**src/hdl/mpeg_audio_frame_header_parser_top_defines.svh**
```systemverilog
// ----------------------------------------------------------------------------
// mpeg audio frame header parser: assertion macros
// shared property forms for the concurrent checks of the parser
// ----------------------------------------------------------------------------
`ifndef MPEG_AUDIO_FRAME_HEADER_PARSER_TOP_DEFINES_SVH
`define MPEG_AUDIO_FRAME_HEADER_PARSER_TOP_DEFINES_SVH

// same-cycle implication, held off during reset
`define MAFHP_ASSERT_IMP(name, clk, rst, ante, cons, msg) \
   name: assert property (@(posedge clk) disable iff (rst) (ante) |-> (cons)) \
      else $error(msg);

// next-cycle implication, held off during reset
`define MAFHP_ASSERT_NXT(name, clk, rst, ante, cons, msg) \
   name: assert property (@(posedge clk) disable iff (rst) (ante) |=> (cons)) \
      else $error(msg);

`endif

```
**src/hdl/mafhp_pkg.sv**
```systemverilog
// ----------------------------------------------------------------------------
// mafhp_pkg
// types, tables and constants shared by the frame header parser modules
// ----------------------------------------------------------------------------
package mafhp_pkg;

   // field widths
   localparam int unsigned BYTE_W    = 8;
   localparam int unsigned SIZE_W    = 12;
   localparam int unsigned SMP_W     = 12;
   localparam int unsigned POS_W     = 6;
   localparam int unsigned SIDE_W    = 6;
   localparam int unsigned PROD_W    = 16;
   localparam int unsigned NUM_W     = 26;
   localparam int unsigned DEN_W     = 16;
   localparam int unsigned QUO_W     = 12;
   localparam int unsigned DIV_CNT_W = 4;

   // header check masks and patterns
   localparam logic [7:0] SYNC_BYTE   = 8'hFF;
   localparam logic [7:0] SYNC_MASK   = 8'hE0;
   localparam logic [7:0] VER_MASK    = 8'h18;
   localparam logic [7:0] VER_RSVD    = 8'h08;
   localparam logic [7:0] LAYER_MASK  = 8'h06;
   localparam logic [7:0] RATE_MASK   = 8'h0C;
   localparam logic [7:0] BRATE_MASK  = 8'hF0;
   localparam logic [1:0] VER_MPEG1   = 2'd3;
   localparam logic [1:0] MODE_MONO   = 2'd3;
   localparam logic [1:0] LAYER_CLAMP = 2'd2;
   localparam logic [1:0] LAYER_ONE   = 2'd0;

   // byte positions within an attempt
   localparam logic [POS_W-1:0] POS_FIRST    = 6'd1;
   localparam logic [POS_W-1:0] POS_SECOND   = 6'd2;
   localparam logic [POS_W-1:0] POS_HDR_LAST = 6'd3;
   localparam logic [POS_W-1:0] POS_BODY     = 6'd4;
   localparam logic [POS_W-1:0] SKIP_BYTES   = 6'd2;
   localparam logic [1:0]       TAG_LAST_J   = 2'd3;
   localparam logic [SIZE_W-1:0] TAG_SPAN    = 12'd8;

   // kbit to bit scale
   localparam int unsigned KBPS_SCALE = 1000;

   // tag strings, first character in the top byte
   localparam logic [31:0] TAG_INFO = 32'h496E666F;
   localparam logic [31:0] TAG_ALT  = 32'h58696E67;

   // bitrate in kbit/s, by version group, layer and bitrate code
   localparam logic [8:0] KBPS_TAB [0:1][0:2][0:15] = '{
      '{ '{9'd0, 9'd32, 9'd64, 9'd96, 9'd128, 9'd160, 9'd192, 9'd224,
           9'd256, 9'd288, 9'd320, 9'd352, 9'd384, 9'd416, 9'd448, 9'd0},
         '{9'd0, 9'd32, 9'd48, 9'd56, 9'd64, 9'd80, 9'd96, 9'd112,
           9'd128, 9'd160, 9'd192, 9'd224, 9'd256, 9'd320, 9'd384, 9'd0},
         '{9'd0, 9'd32, 9'd40, 9'd48, 9'd56, 9'd64, 9'd80, 9'd96,
           9'd112, 9'd128, 9'd160, 9'd192, 9'd224, 9'd256, 9'd320, 9'd0} },
      '{ '{9'd0, 9'd32, 9'd48, 9'd56, 9'd64, 9'd80, 9'd96, 9'd112,
           9'd128, 9'd144, 9'd160, 9'd176, 9'd192, 9'd224, 9'd256, 9'd0},
         '{9'd0, 9'd8, 9'd16, 9'd24, 9'd32, 9'd40, 9'd48, 9'd56,
           9'd64, 9'd80, 9'd96, 9'd112, 9'd128, 9'd144, 9'd160, 9'd0},
         '{9'd0, 9'd8, 9'd16, 9'd24, 9'd32, 9'd40, 9'd48, 9'd56,
           9'd64, 9'd80, 9'd96, 9'd112, 9'd128, 9'd144, 9'd160, 9'd0} }
   };

   // sample rate in Hz, by version code and rate code
   localparam logic [DEN_W-1:0] RATE_TAB [0:3][0:3] = '{
      '{16'd11025, 16'd12000, 16'd8000,  16'd0},
      '{16'd0,     16'd0,     16'd0,     16'd0},
      '{16'd22050, 16'd24000, 16'd16000, 16'd0},
      '{16'd44100, 16'd48000, 16'd32000, 16'd0}
   };

   // length coefficient by version group and layer
   localparam logic [7:0] COEF_TAB [0:1][0:2] = '{
      '{8'd12, 8'd144, 8'd144},
      '{8'd12, 8'd144, 8'd72}
   };

   // samples per frame by version group and layer
   localparam logic [SMP_W-1:0] SPF_TAB [0:1][0:2] = '{
      '{12'd384, 12'd1152, 12'd1152},
      '{12'd384, 12'd1152, 12'd576}
   };

   // side info length by version group and stereo flag
   localparam logic [SIDE_W-1:0] SIDE_TAB [0:1][0:1] = '{
      '{6'd17, 6'd32},
      '{6'd9,  6'd17}
   };

   // controller states
   typedef enum logic [2:0] {
      ST_IDLE,
      ST_HDR,
      ST_MULT,
      ST_DIV,
      ST_SIZE,
      ST_BODY
   } state_type;

   // kind of result loaded into the output register
   typedef enum logic [1:0] {
      RES_INVALID,
      RES_NOTAG,
      RES_TAG
   } res_type;

   // commands from controller to datapath
   typedef struct packed {
      logic    start;
      logic    hdr_byte;
      logic    hdr_last;
      logic    div_go;
      logic    size_load;
      logic    body_step;
      logic    res_load;
      res_type res_kind;
   } cmd_type;

   // status from datapath to controller
   typedef struct packed {
      logic frame_start;
      logic byte_zero;
      logic hdr_last;
      logic hdr_ok;
      logic free_fmt;
      logic div_done;
      logic too_short;
      logic skip_zone;
      logic side_zone;
      logic tag_last;
   } sts_type;

   // one character of a tag string
   function automatic logic [7:0] tag_byte(input logic [31:0] tag, input logic [1:0] j);
      logic [7:0] b;
      case (j)
         2'd0:    b = tag[31:24];
         2'd1:    b = tag[23:16];
         2'd2:    b = tag[15:8];
         default: b = tag[7:0];
      endcase
      return b;
   endfunction

endpackage

```
**src/hdl/mafhp_div.sv**
```systemverilog
// ----------------------------------------------------------------------------
// mafhp_div
// restoring divider, one quotient bit per cycle, for the frame length
// ----------------------------------------------------------------------------
module mafhp_div
   import mafhp_pkg::*;
(
   input  logic             clock,
   input  logic             reset,
   input  logic             start,
   input  logic [NUM_W-1:0] num,
   input  logic [DEN_W-1:0] den,
   output logic             done,
   output logic [QUO_W-1:0] quo
);

   logic                   busy_ff, busy_in;
   logic                   done_ff, done_in;
   logic [DIV_CNT_W-1:0]   cnt_ff, cnt_in;
   logic [NUM_W-1:0]       rem_ff, rem_in;
   logic [NUM_W:0]         dsh_ff, dsh_in;
   logic [QUO_W-1:0]       quo_ff, quo_in;
   logic [NUM_W:0]         diff;
   logic                   fits;

   // trial subtraction of the shifted divisor
   always_comb begin
      fits = {1'b0, rem_ff} >= dsh_ff;
      diff = {1'b0, rem_ff} - dsh_ff;
   end

   // step control
   always_comb begin
      busy_in = busy_ff;
      done_in = 1'b0;
      cnt_in  = cnt_ff;
      if (start) begin
         busy_in = 1'b1;
         cnt_in  = '0;
      end else if (busy_ff) begin
         cnt_in = cnt_ff + 1'b1;
         if (cnt_ff == DIV_CNT_W'(QUO_W - 1)) begin
            busy_in = 1'b0;
            done_in = 1'b1;
         end
      end
   end

   // remainder, divisor and quotient
   always_comb begin
      rem_in = rem_ff;
      dsh_in = dsh_ff;
      quo_in = quo_ff;
      if (start) begin
         rem_in = num;
         dsh_in = {den, (QUO_W - 1)'(0)};
         quo_in = '0;
      end else if (busy_ff) begin
         if (fits) begin
            rem_in = diff[NUM_W-1:0];
         end
         dsh_in = dsh_ff >> 1;
         quo_in = {quo_ff[QUO_W-2:0], fits};
      end
   end

   always_ff @(posedge clock) begin
      if (reset) begin
         busy_ff <= 1'b0;
         done_ff <= 1'b0;
         cnt_ff  <= '0;
      end else begin
         busy_ff <= busy_in;
         done_ff <= done_in;
         cnt_ff  <= cnt_in;
      end
   end

   always_ff @(posedge clock) begin
      rem_ff <= rem_in;
      dsh_ff <= dsh_in;
      quo_ff <= quo_in;
   end

   assign done = done_ff;
   assign quo  = quo_ff;

endmodule

```
**src/hdl/mafhp_dp.sv**
```systemverilog
// ----------------------------------------------------------------------------
// mafhp_dp
// datapath: header capture, table lookup, length arithmetic, side info and
// tag matching, result register
// ----------------------------------------------------------------------------
module mafhp_dp
   import mafhp_pkg::*;
(
   input  logic              clock,
   input  logic              reset,
   input  logic [BYTE_W-1:0] data_byte,
   input  logic              frame_start,
   input  cmd_type           cmd,
   output sts_type           sts,
   output logic              header_valid,
   output logic [SIZE_W-1:0] frame_bytes,
   output logic [SMP_W-1:0]  sample_count,
   output logic              tag_found
);

   logic [POS_W-1:0]  pos_ff, pos_in;
   logic [1:0]        flags_ff, flags_in;
   logic [23:0]       hdr_ff, hdr_in;
   logic [PROD_W-1:0] prod_ff, prod_in;
   logic [DEN_W-1:0]  rate_ff, rate_in;
   logic              pad_ff, pad_in;
   logic              layer1_ff, layer1_in;
   logic [SIZE_W-1:0] size_ff, size_in;
   logic [SMP_W-1:0]  smp_ff, smp_in;
   logic [SIDE_W-1:0] side_ff, side_in;
   logic              res_valid_ff, res_valid_in;
   logic [SIZE_W-1:0] res_size_ff, res_size_in;
   logic [SMP_W-1:0]  res_smp_ff, res_smp_in;
   logic              res_tag_ff, res_tag_in;

   logic [7:0]        h0, h1, h2;
   logic [1:0]        ver, lcode, layer, src;
   logic [3:0]        brc;
   logic              grp, stereo, hdr_ok;
   logic [7:0]        coef;
   logic [8:0]        kbps;
   logic [16:0]       prod_full;
   logic [SMP_W-1:0]  spf;
   logic [NUM_W-1:0]  num;
   logic              div_done;
   logic [QUO_W-1:0]  quo;
   logic [SIZE_W-1:0] qsum, size_div;
   logic [POS_W-1:0]  body_idx, tag_j;
   logic              skip_zone, side_zone;
   logic [1:0]        flags_next;

   // header decode from the three saved bytes and the current byte
   always_comb begin
      h0        = hdr_ff[23:16];
      h1        = hdr_ff[15:8];
      h2        = hdr_ff[7:0];
      hdr_ok    = (h0 == SYNC_BYTE) && ((h1 & SYNC_MASK) == SYNC_MASK) &&
                  ((h1 & VER_MASK) != VER_RSVD) && ((h1 & LAYER_MASK) != 8'h00) &&
                  ((h2 & RATE_MASK) != RATE_MASK) && ((h2 & BRATE_MASK) != BRATE_MASK);
      ver       = h1[4:3];
      grp       = (ver != VER_MPEG1);
      lcode     = 2'd3 - h1[2:1];
      layer     = (lcode > LAYER_CLAMP) ? LAYER_CLAMP : lcode;
      brc       = h2[7:4];
      src       = h2[3:2];
      stereo    = (data_byte[7:6] != MODE_MONO);
      coef      = COEF_TAB[grp][layer];
      kbps      = KBPS_TAB[grp][layer][brc];
      prod_full = 17'(coef) * 17'(kbps);
      spf       = SPF_TAB[grp][layer];
   end

   // scaled numerator feeds the divider load directly
   assign num = NUM_W'(prod_ff) * NUM_W'(KBPS_SCALE);

   mafhp_div u_div (
      .clock (clock),
      .reset (reset),
      .start (cmd.div_go),
      .num   (num),
      .den   (rate_ff),
      .done  (div_done),
      .quo   (quo)
   );

   // length from quotient, padding and slot size
   always_comb begin
      qsum     = quo + SIZE_W'(pad_ff);
      size_div = layer1_ff ? {qsum[SIZE_W-3:0], 2'b00} : qsum;
   end

   // zones of the bytes after the header
   always_comb begin
      body_idx   = pos_ff - POS_BODY;
      tag_j      = body_idx - side_ff;
      skip_zone  = body_idx < SKIP_BYTES;
      side_zone  = body_idx < side_ff;
      flags_next = {flags_ff[1] & (data_byte == tag_byte(TAG_ALT, tag_j[1:0])),
                    flags_ff[0] & (data_byte == tag_byte(TAG_INFO, tag_j[1:0]))};
   end

   // position, header bytes and tag flags
   always_comb begin
      pos_in   = pos_ff;
      flags_in = flags_ff;
      hdr_in   = hdr_ff;
      if (cmd.start) begin
         hdr_in   = {data_byte, 16'h0000};
         pos_in   = POS_FIRST;
         flags_in = 2'b11;
      end else if (cmd.hdr_byte) begin
         if (pos_ff == POS_FIRST) begin
            hdr_in[15:8] = data_byte;
         end else if (pos_ff == POS_SECOND) begin
            hdr_in[7:0] = data_byte;
         end
         pos_in = pos_ff + 1'b1;
      end else if (cmd.hdr_last) begin
         pos_in = POS_BODY;
      end else if (cmd.body_step) begin
         pos_in = pos_ff + 1'b1;
         if (!skip_zone && !side_zone) begin
            flags_in = flags_next;
         end
      end
   end

   // frame parameters latched at the last header byte
   always_comb begin
      prod_in   = prod_ff;
      rate_in   = rate_ff;
      pad_in    = pad_ff;
      layer1_in = layer1_ff;
      size_in   = size_ff;
      smp_in    = smp_ff;
      side_in   = side_ff;
      if (cmd.hdr_last) begin
         prod_in   = prod_full[PROD_W-1:0];
         rate_in   = RATE_TAB[ver][src];
         pad_in    = h2[1];
         layer1_in = (layer == LAYER_ONE);
         size_in   = '0;
         smp_in    = stereo ? {spf[SMP_W-2:0], 1'b0} : spf;
         side_in   = SIDE_TAB[grp][stereo];
      end else if (cmd.size_load) begin
         size_in = size_div;
      end
   end

   // result register
   always_comb begin
      res_valid_in = res_valid_ff;
      res_size_in  = res_size_ff;
      res_smp_in   = res_smp_ff;
      res_tag_in   = res_tag_ff;
      if (cmd.res_load) begin
         case (cmd.res_kind)
            RES_INVALID: begin
               res_valid_in = 1'b0;
               res_size_in  = '0;
               res_smp_in   = '0;
               res_tag_in   = 1'b0;
            end
            RES_TAG: begin
               res_valid_in = 1'b1;
               res_size_in  = size_ff;
               res_smp_in   = smp_ff;
               res_tag_in   = |flags_next;
            end
            default: begin
               res_valid_in = 1'b1;
               res_size_in  = size_ff;
               res_smp_in   = smp_ff;
               res_tag_in   = 1'b0;
            end
         endcase
      end
   end

   always_ff @(posedge clock) begin
      if (reset) begin
         pos_ff   <= '0;
         flags_ff <= 2'b11;
      end else begin
         pos_ff   <= pos_in;
         flags_ff <= flags_in;
      end
   end

   always_ff @(posedge clock) begin
      hdr_ff       <= hdr_in;
      prod_ff      <= prod_in;
      rate_ff      <= rate_in;
      pad_ff       <= pad_in;
      layer1_ff    <= layer1_in;
      size_ff      <= size_in;
      smp_ff       <= smp_in;
      side_ff      <= side_in;
      res_valid_ff <= res_valid_in;
      res_size_ff  <= res_size_in;
      res_smp_ff   <= res_smp_in;
      res_tag_ff   <= res_tag_in;
   end

   // status towards the controller
   always_comb begin
      sts.frame_start = frame_start;
      sts.byte_zero   = (data_byte == 8'h00);
      sts.hdr_last    = (pos_ff == POS_HDR_LAST);
      sts.hdr_ok      = hdr_ok;
      sts.free_fmt    = (brc == 4'h0);
      sts.div_done    = div_done;
      sts.too_short   = size_ff < (SIZE_W'(side_ff) + TAG_SPAN);
      sts.skip_zone   = skip_zone;
      sts.side_zone   = side_zone;
      sts.tag_last    = (tag_j[1:0] == TAG_LAST_J);
   end

   assign header_valid = res_valid_ff;
   assign frame_bytes  = res_size_ff;
   assign sample_count = res_smp_ff;
   assign tag_found    = res_tag_ff;

endmodule

```
**src/hdl/mafhp_ctrl.sv**
```systemverilog
// ----------------------------------------------------------------------------
// mafhp_ctrl
// controller: walks each frame attempt, sequences the length division and
// owns both channel handshakes
// ----------------------------------------------------------------------------
`include "mpeg_audio_frame_header_parser_top_defines.svh"

module mafhp_ctrl
   import mafhp_pkg::*;
(
   input  logic    clock,
   input  logic    reset,
   input  logic    req_tvalid,
   output logic    req_tready,
   output logic    rsp_tvalid,
   input  logic    rsp_tready,
   input  sts_type sts,
   output cmd_type cmd
);

   state_type state_ff, state_in;
   logic      rsp_valid_ff, rsp_valid_in;
   logic      accept;

   // input is taken only in byte-consuming states with the output free
   assign req_tready = !rsp_valid_ff &&
                       ((state_ff == ST_IDLE) || (state_ff == ST_HDR) ||
                        (state_ff == ST_BODY));
   assign accept     = req_tvalid && req_tready;

   // next state and commands
   always_comb begin
      state_in     = state_ff;
      cmd          = '0;
      cmd.res_kind = RES_NOTAG;
      case (state_ff)
         ST_IDLE: begin
            if (accept && sts.frame_start) begin
               cmd.start = 1'b1;
               state_in  = ST_HDR;
            end
         end
         ST_HDR: begin
            if (accept) begin
               if (sts.frame_start) begin
                  cmd.start = 1'b1;
               end else if (sts.hdr_last) begin
                  cmd.hdr_last = 1'b1;
                  if (!sts.hdr_ok) begin
                     cmd.res_load = 1'b1;
                     cmd.res_kind = RES_INVALID;
                     state_in     = ST_IDLE;
                  end else if (sts.free_fmt) begin
                     state_in = ST_SIZE;
                  end else begin
                     state_in = ST_MULT;
                  end
               end else begin
                  cmd.hdr_byte = 1'b1;
               end
            end
         end
         ST_MULT: begin
            cmd.div_go = 1'b1;
            state_in   = ST_DIV;
         end
         ST_DIV: begin
            if (sts.div_done) begin
               cmd.size_load = 1'b1;
               state_in      = ST_SIZE;
            end
         end
         ST_SIZE: begin
            if (sts.too_short) begin
               cmd.res_load = 1'b1;
               state_in     = ST_IDLE;
            end else begin
               state_in = ST_BODY;
            end
         end
         ST_BODY: begin
            if (accept) begin
               if (sts.frame_start) begin
                  cmd.start = 1'b1;
                  state_in  = ST_HDR;
               end else begin
                  cmd.body_step = 1'b1;
                  if (sts.skip_zone) begin
                     state_in = ST_BODY;
                  end else if (sts.side_zone) begin
                     if (!sts.byte_zero) begin
                        cmd.res_load = 1'b1;
                        state_in     = ST_IDLE;
                     end
                  end else if (sts.tag_last) begin
                     cmd.res_load = 1'b1;
                     cmd.res_kind = RES_TAG;
                     state_in     = ST_IDLE;
                  end
               end
            end
         end
         default: begin
            state_in = ST_IDLE;
         end
      endcase
   end

   // output transaction pending flag
   always_comb begin
      rsp_valid_in = rsp_valid_ff;
      if (cmd.res_load) begin
         rsp_valid_in = 1'b1;
      end else if (rsp_tready) begin
         rsp_valid_in = 1'b0;
      end
   end

   always_ff @(posedge clock) begin
      if (reset) begin
         state_ff     <= ST_IDLE;
         rsp_valid_ff <= 1'b0;
      end else begin
         state_ff     <= state_in;
         rsp_valid_ff <= rsp_valid_in;
      end
   end

   assign rsp_tvalid = rsp_valid_ff;

   // checks
   `MAFHP_ASSERT_IMP(a_no_result_overwrite, clock, reset, cmd.res_load, !rsp_valid_ff, "result overwritten before taken")
   `MAFHP_ASSERT_IMP(a_div_done_in_wait, clock, reset, sts.div_done, state_ff == ST_DIV, "divider finished outside the wait state")
   `MAFHP_ASSERT_NXT(a_mult_starts_div, clock, reset, state_ff == ST_MULT, state_ff == ST_DIV && !sts.div_done, "division not under way after start")
   `MAFHP_ASSERT_NXT(a_load_raises_valid, clock, reset, cmd.res_load, rsp_valid_ff, "loaded result not offered")

endmodule

```
**src/hdl/mpeg_audio_frame_header_parser_top.sv**
```systemverilog
// ----------------------------------------------------------------------------
// mpeg_audio_frame_header_parser_top
// MPEG audio frame header parser: header check, frame length, sample count
// and detection of an Info-style tag behind zeroed side info
// ----------------------------------------------------------------------------
// Usage: stream bytes arrive on the req_ channel, one per transaction, with
// req_tuser set on the first byte of a candidate frame. Each finished
// attempt gives one transaction on the rsp_ channel; a new start mark drops
// an attempt in progress without a result, and bytes outside an attempt are
// consumed and ignored.
// Throughput: one byte per cycle, except after the fourth header byte of a
// legal header, where req_tready stays low while the length is worked out:
// for a nonzero bitrate code the divider is started and runs 12 restoring
// steps of one quotient bit each and the length is taken, then the length is
// checked against side info and tag span.
// Result: the result appears in the cycle after the byte that ends the
// attempt, or, when a free-format header or a computed length too short to
// hold a tag ends it, in the cycle after the length check state.
// Stall: one result register sits on the output; while it holds an untaken
// result, req_tready is low. Reset (synchronous, active high) returns the
// controller to idle and drops any pending result; the result data is not cleared.
// ----------------------------------------------------------------------------
module mpeg_audio_frame_header_parser_top
   import mafhp_pkg::*;
(
   input  logic        clock,
   input  logic        reset,
   input  logic        req_tvalid,
   output logic        req_tready,
   input  logic [7:0]  req_tdata,   // [7:0] data_byte
   input  logic        req_tuser,   // [0] frame_start
   output logic        rsp_tvalid,
   input  logic        rsp_tready,
   output logic [23:0] rsp_tdata,   // [11:0] frame_bytes, [23:12] sample_count
   output logic [1:0]  rsp_tuser    // [0] header_valid, [1] tag_found
);

   cmd_type           cmd;
   sts_type           sts;
   logic              header_valid;
   logic [SIZE_W-1:0] frame_bytes;
   logic [SMP_W-1:0]  sample_count;
   logic              tag_found;

   // sequencing and handshakes
   mafhp_ctrl u_ctrl (
      .clock      (clock),
      .reset      (reset),
      .req_tvalid (req_tvalid),
      .req_tready (req_tready),
      .rsp_tvalid (rsp_tvalid),
      .rsp_tready (rsp_tready),
      .sts        (sts),
      .cmd        (cmd)
   );

   // header decode, arithmetic and result storage
   mafhp_dp u_dp (
      .clock        (clock),
      .reset        (reset),
      .data_byte    (req_tdata),
      .frame_start  (req_tuser),
      .cmd          (cmd),
      .sts          (sts),
      .header_valid (header_valid),
      .frame_bytes  (frame_bytes),
      .sample_count (sample_count),
      .tag_found    (tag_found)
   );

   // result packing
   assign rsp_tdata = {sample_count, frame_bytes};
   assign rsp_tuser = {tag_found, header_valid};

endmodule
```
**config.mk**
```make
export PLATFORM = sky130hd
export DESIGN_NAME = mpeg_audio_frame_header_parser_top
export DESIGN_NICKNAME = d
export VERILOG_FILES = /design/src/hdl/mafhp_pkg.sv /design/src/hdl/mafhp_div.sv /design/src/hdl/mafhp_dp.sv /design/src/hdl/mafhp_ctrl.sv /design/src/hdl/mpeg_audio_frame_header_parser_top.sv
export VERILOG_INCLUDE_DIRS = /design/src /design/src/hdl
export SDC_FILE = /design/constraint.sdc
export NUM_CORES = 1
export LEC_CHECK = 0
export ABC_AREA = 1
export BUFFER_PORTS_ARGS = -buffer_cell sky130_fd_sc_hd__clkbuf_2
export CAP_MARGIN = 20
export CORE_UTILIZATION = 47
export DETAILED_ROUTE_END_ITERATION = 10
export PLACE_DENSITY = 0.76
export SYNTH_ARGS = -nofsm -noshare
export SYNTH_HDL_FRONTEND = slang
export SYNTH_SLANG_ARGS = --single-unit
```
**constraint.sdc**
```tcl
create_clock -name clock -period 4.8 [get_ports clock]
set_clock_uncertainty 0.2 [all_clocks]
set_input_delay 0.48 -clock clock [delete_from_list [all_inputs] [get_ports clock]]
set_output_delay 0.48 -clock clock [all_outputs]
set_load 0.02 [all_outputs]
```
## Word level (Yosys, flattened, before mapping)

Cells that the tools add are included.

- Register bits: 197
- Input bits: 13
- Output and inout port bits: 28

- $add $sub $neg: 8
- $mul: 2
- Magnitude comparators: 11
- Equality and inequality tests: 30
- Multiplexer cells: 96
- Bitwise logic cells: 12
- Reduce and logical (&&, ||, !) cells: 36

Operators with widths:

| cell | number |
|---|---|
| 432-bit 2-to-1 mux | 2 |
| 412-bit 2-to-1 mux | 1 |
| 144-bit binary-select mux with 2-bit select | 1 |
| 144-bit 2-to-1 mux | 2 |
| 64-bit binary-select mux with 2-bit select | 1 |
| 64-bit 2-to-1 mux | 2 |
| 26-bit 2-to-1 mux | 3 |
| 12-bit 2-to-1 mux | 6 |
| 36-bit 2-to-1 mux | 2 |
| 3-bit 2-to-1 mux | 21 |
| 27-bit 2-to-1 mux | 2 |
| 24-bit 2-to-1 mux | 2 |
| 9-bit binary-select mux with 4-bit select | 1 |
| 6-bit 2-to-1 mux | 6 |
| 6-bit case mux with 3 select lines | 2 |
| 16-bit binary-select mux with 2-bit select | 1 |
| 16-bit 2-to-1 mux | 2 |
| 26-bit by 27-bit greater-or-equal comparator with 1-bit output | 1 |
| 26-bit subtractor | 1 |
| 12-bit binary-select mux with 2-bit select | 1 |
| 8-bit 2-to-1 mux | 3 |
| 16-bit by 7-bit multiplier with 23-bit output, second input constant | 1 |
| 11-bit 2-to-1 mux | 2 |
| 1-bit 2-to-1 mux | 20 |
| 59 further kinds | 109 |

## Depth between registers and ports, before layout

- Depth in word-level cells: 13
- Gate-level depth with buffers: 28
- Mapped depth without buffers: 28

## Cells and area by module

Synthesis repeated with hierarchy kept, for this count alone.

- Cell total of the unflattened synthesis: 1,827
- Area, all modules: 14,091.0 µm²

By module, submodules not included:

| module | instances | cells each | area each (µm²) |
|---|---|---|---|
| mafhp_dp | 1 | 1,063 | 8,864.8 |
| mafhp_div | 1 | 676 | 4,749.6 |
| mafhp_ctrl | 1 | 86 | 461.7 |
| mpeg_audio_frame_header_parser_top | 1 | 2 | 15.0 |

## Worst setup path before layout

OpenSTA, ideal clock, no wires.

- Path kind: flip-flop to flip-flop
- From: reg u_dp.hdr_ff[12]
- To: reg u_dp.prod_ff[15], data pin
- Arrival time: 4.683 ns
- Path slack: -0.342 ns
- Cell stages (with the launch flop): 20
- Period minus slack after synthesis: 5.142 ns
- Cell sequence: dfxtp_1 -> ha_1 -> inv_1 -> ha_1 -> nor2_1 -> a21oi_1 -> o311ai_0 -> a21oi_1 -> fa_1 -> ha_1 -> fa_1 -> ha_1 -> fa_1 -> nand3_1 -> nand2_1 -> nand2_1 -> nand2_1 -> a21oi_1 -> xnor2_1 -> xnor2_1

- Word-level cells in the longest chain between the ends: 12
- Elaborated cells on any way between the ends: 18
- Those cells by class: mul: 1; eq/ne: 1; mux: 15; bitwise: 1

RTL lines:

| what | line | RTL |
|---|---|---|
| start, declared | mafhp_dp.sv:23 | `logic [23:0] hdr_ff, hdr_in;` |
| start signal, assigned | mafhp_dp.sv:191 | `hdr_ff <= hdr_in;` |
| 2-bit inequality test (*) | mafhp_dp.sv:61 | `grp = (ver != VER_MPEG1);` |
| net u_dp.grp | mafhp_dp.sv:39 | `logic grp, stereo, hdr_ok;` |
| 1-bit inverter with 2-bit output (not written as such) (*) | mafhp_dp.sv:67, mafhp_dp.sv:68 |  |
| 412-bit 2-to-1 mux (not written as such) | mafhp_dp.sv:68 | `kbps = KBPS_TAB[grp][layer][brc];` |
| 432-bit 2-to-1 mux (not written as such) (2 in series) | mafhp_dp.sv:68 |  |
| 144-bit binary-select mux with 2-bit select | mafhp_dp.sv:68 |  |
| 144-bit 2-to-1 mux (not written as such) (2 in series) | mafhp_dp.sv:68 |  |
| 9-bit binary-select mux with 4-bit select | mafhp_dp.sv:68 |  |
| 9-bit 2-to-1 mux (not written as such) (2 in series) | mafhp_dp.sv:68 |  |
| 8-bit by 9-bit multiplier with 16-bit output (*) | mafhp_dp.sv:69 | `prod_full = 17'(coef) * 17'(kbps);` |
| net u_dp.prod_full[15] | mafhp_dp.sv:42 | `logic [16:0] prod_full;` |
| end signal, assigned | mafhp_dp.sv:192 | `prod_ff <= prod_in;` |
| end, declared | mafhp_dp.sv:24 | `logic [PROD_W-1:0] prod_ff, prod_in;` |

The timed path passes the listed nets; every way through them passes the cells marked *. The select of a mux whose other input is x is not followed.
A chain may end at the register's enable or synchronous reset.

## Worst setup path after layout

- From: reg u_dp.hdr_ff[12]
- To: reg u_dp.prod_ff[14], data pin

The elaborated chain is that of the path after synthesis.

==> flow_metrics.tcl <==
set metrics [dict create \
    postCtsHoldBufs 0 \
    routed_wire_length_per_instance_um 14.20 \
    dominantRegCellSynth "sky130_fd_sc_hd__edfxtp_1" \
    globalRouteMet2Util_pct 38.25 \
    element_type_at_the_critical_path_end "flop" \
    floorplan.rows 62 \
    fp.dieW_um 173.6 \
    gpl.final_weighted_congestion 0.9339 \
    min-delay-path-class "in2reg" \
    power_switching_mw 2.413 \
    critPathKind "reg2reg" \
    floorplan.initialDensity_pct 47.97 \
    synthesis.area_mm2 0.01384 \
    synth.most_common_cell "sky130_fd_sc_hd__nand2_1" \
    route.vias.total 11440 \
    n_fill_cell 2658 \
    final_min_period_over_clock_period_pct 97.80 \
    cts-root-to-sink-buffers 2 \
    use_met3_pct 2.522 \
    place_inst 2202 \
    synth_edf_count 104 \
    leakage_nw 7.570 \
    cts_bufs_inserted 17 \
    ys_top_cells_by_area "sky130_fd_sc_hd__edfxtp_1 (23%), sky130_fd_sc_hd__ha_1 (13%), sky130_fd_sc_hd__dfxtp_1 (10%)" \
    instances_no_fill 2235 \
    synth_top_area_cell "sky130_fd_sc_hd__edfxtp_1" \
    finish.net_count 2050 \
    post_detailed_route_count_of_antenna_violating_nets 0 \
    dp.final_hpwl_mm 25.17 \
    grt_pass1_vias 11110 \
    detail_route.wirelength_mm 31.74 \
    max-vdd-ir-drop_uv 329.2 \
    firstDrtPassIters 8 \
    headroom_to_the_max_slew_limit_pct 31.03 \
    cts_root_buffer "sky130_fd_sc_hd__clkbuf_16" \
    hold_viol_final 0 \
    drc_errors 2 \
    final_max_slew_viol_count 0 \
    crit_path_max_fanout 5 \
    failing_checks "design-rule violations" \
    grt-busiest-layer "met2" \
    clock_transition_at_the_registers_of_the_reported_paths_ns 0.07 \
    antenna_found_initial 0 \
    fmax_mhz 213.0 \
    floorplan.io_pins 41 \
    worst_slew_pin_slew_ns 1.032 \
    outcome "finished with violations" \
    synth.ff_latch_count 174 \
    grtUsageTotal_pct 21.70 \
    die_y_um 173.6 \
    syn_avg_cell_area_um2 8.007 \
    grt_first_pass_wirelength_mm 53.10 \
    place_worst_setup_slack_ns -0.2023 \
    cts.sinks 174 \
    detailedRoute.firstIterationViolations 766 \
    post_layout_min_period_ns 4.694 \
    placeableCoreArea_mm2 0.02886 \
    timing.critical_path.required_ns 4.78 \
    synth_top_area_share_pct 22.56 \
    worst_reg_to_reg_setup_slack_ns 0.11 \
    die_area_mm2 0.03014 \
    setup_viol 0 \
    power_density_mw_per_mm2 372.1 \
    grt_overflow_total 0 \
    internal_power_mw 3.439 \
    use_met1_pct 28.09 \
    maxCapViolCount 0 \
    avgViaCountPerCell 5.119 \
    port_buffers 34 \
    antennaDiodeCount 0 \
    synth_async_sr_flop_share_pct 0 \
    timing.critical_path.from_type "flop" \
    combPwrFrac_pct 41.4 \
    sequential_fraction_of_the_synthesis_area_pct 32.68 \
    hold_slack_ns 0.04145 \
    report.power.total_mw 5.852 \
    clk_latency_ns 0.44 \
    final_layout_size_suffix_gt1_share_pct 12.53 \
    synth_cells 1729 \
    worst-endpoint-arrival_ns 4.68 \
    grt_start_max_net_pins 48 \
    pwr-share-clk_pct 25.3 \
    p_seq_share_pct 33.2 \
    post_synth_num_cell_types 59 \
    flow.area_growth_from_synthesis_pct 13.60 \
    cts_tree "built" \
    post-route-worst-setup-slack_ns 0.1058 \
    ys_top_cells_by_count "sky130_fd_sc_hd__nand2_1 (348), sky130_fd_sc_hd__inv_1 (315), sky130_fd_sc_hd__nor2_1 (156)" \
    power.share.switching_pct 41.23 \
    synth-warning-count 0 \
    unrepaired_setup_endpoints_after_global_routing "true" \
    cts_h_tree_depth 4 \
]
[what timing repair did]
item,4_1_cts,5_1_grt
pin swaps,4,18
hold endpoints to repair,0,0
resized for setup,11,38
setup buffers,0,1
setup endpoints to repair,2,9
[through the flow]
| step | area, µm² | setup TNS, ns | utilization (%) |
|---|---|---|---|
| after floorplan | 13970 | 0 | - |
| after global placement | 14850 | -0.1359 | 51.46 |
| after detailed placement | 14850 | -0.2931 | 51.46 |
| after CTS | 15550 | 0 | 53.87 |
| after global routing | 15730 | -0.2418 | 54.50 |
| final | 15730 | 0 | 54.50 |
[power by group through the flow]
stage,combinational [mW],sequential (mW),clock [mW]
after floorplan,1.84,1.95,0
after global placement,2.35,1.97,0
after global routing,2.76,1.96,1.56
final,2.42,1.94,1.48
after detailed placement,2.39,1.98,0
after CTS,2.41,1.94,1.50
[final timing paths]
| path | startpoint | endpoint | cells past startpoint |
|---|---|---|---|
| setup / recovery | u_dp.hdr_ff[12] | u_dp.prod_ff[14] | 26 |
| hold / removal | req_tdata[0] | u_dp.hdr_ff[16] | 1 |
| setup reg to reg | u_dp.hdr_ff[12] | u_dp.prod_ff[14] | 26 |
| hold reg to reg | u_dp.hdr_ff[1] | u_dp.pad_ff | 0 |
[cell families (layout without fill, tap and decap cells)]
logic type      after synthesis  after routing  synth area share (%)
simple gates                679            679                 21.37
buf+inv                     363            457                 10.62
compound gates              272            272                 11.72
fa+ha+maj                   199            199                 21.02
flops                       174            174                 32.68
xor+xnor                     40             40                 2.531
other cells                   2             30               0.05425
[layout by cell type, fill, tap and decap left out, types with 9 or more instances in the layout]
master	n
sky130_fd_sc_hd__xor2_1	20
sky130_fd_sc_hd__nand3_1	86
sky130_fd_sc_hd__ha_1	130
sky130_fd_sc_hd__clkbuf_16	17
sky130_fd_sc_hd__a22oi_1	22
sky130_fd_sc_hd__clkbuf_2	34
sky130_fd_sc_hd__o21bai_1	9
sky130_fd_sc_hd__nor3_1	15
sky130_fd_sc_hd__dfxtp_1	68
sky130_fd_sc_hd__nor2_1	149
sky130_fd_sc_hd__o21ai_0	73
sky130_fd_sc_hd__inv_1	308
sky130_fd_sc_hd__ha_4	11
sky130_fd_sc_hd__fa_1	55
sky130_fd_sc_hd__conb_1	30
sky130_fd_sc_hd__nand2_1	345
sky130_fd_sc_hd__edfxtp_1	104
sky130_fd_sc_hd__inv_2	17
sky130_fd_sc_hd__buf_4	61
sky130_fd_sc_hd__nand4_1	31
sky130_fd_sc_hd__xnor2_1	20
sky130_fd_sc_hd__o211ai_1	10
sky130_fd_sc_hd__a21oi_1	95
sky130_fd_sc_hd__o21ai_2	16
[area by class of cell]
type / instances / area [µm²] / area share [%]
multi-input cells: 1220 / 8198 / 52.13
repair buffers: 96 / 639.4 / 4.066
clock buffers: 17 / 425.4 / 2.705
flip-flops and latches: 174 / 4527 / 28.79
inverters: 329 / 1240 / 7.884
clock inverters: 15 / 216.5 / 1.376
well taps: 384 / 480.5 / 3.055
[routing by layer]
metal	vias up	part of all wire, %
met1	5347	46
met3	38	4.0
li1	5816	-
met5	-	0
met2	240	49
met4	0	1.6
[worst max-delay path, stage by stage, from the launching register on]
cell	delay (ns)
sky130_fd_sc_hd__dfxtp_2	0.34
sky130_fd_sc_hd__ha_4	0.17
sky130_fd_sc_hd__inv_4	0.07
sky130_fd_sc_hd__buf_4	0.10
sky130_fd_sc_hd__ha_1	0.13
sky130_fd_sc_hd__nor2_1	0.06
sky130_fd_sc_hd__nor2_1	0.14
sky130_fd_sc_hd__inv_1	0.07
sky130_fd_sc_hd__buf_4	0.14
sky130_fd_sc_hd__nor2_2	0.10
sky130_fd_sc_hd__nand2_1	0.07
sky130_fd_sc_hd__nand3_2	0.07
sky130_fd_sc_hd__nand3_2	0.09
sky130_fd_sc_hd__buf_4	0.16
sky130_fd_sc_hd__nor2_2	0.07
sky130_fd_sc_hd__ha_2	0.17
sky130_fd_sc_hd__inv_1	0.05
sky130_fd_sc_hd__fa_1	0.50
sky130_fd_sc_hd__inv_1	0.05
sky130_fd_sc_hd__fa_1	0.55
sky130_fd_sc_hd__ha_4	0.22
sky130_fd_sc_hd__ha_4	0.25
sky130_fd_sc_hd__a21oi_1	0.15
sky130_fd_sc_hd__nand2_1	0.09
sky130_fd_sc_hd__a21oi_1	0.12
sky130_fd_sc_hd__o21ai_0	0.13
sky130_fd_sc_hd__xor2_1	0.17
[flip-flops by register name, indices dropped and copies added, names as in the netlist, 6 cells and up]
| register | cells |
|---|---|
| u_dp.u_div.dsh_ff | 27 |
| u_dp.u_div.rem_ff | 26 |
| u_dp.hdr_ff | 22 |
| u_dp.rate_ff | 14 |
| u_dp.frame_bytes | 12 |
| u_dp.size_ff | 12 |
| u_dp.u_div.quo | 12 |
| u_dp.prod_ff | 11 |
| u_dp.pos_ff | 6 |
| u_dp.sample_count | 6 |
| u_dp.smp_ff | 6 |
Note: power is estimated with default switching activity, not from simulation.
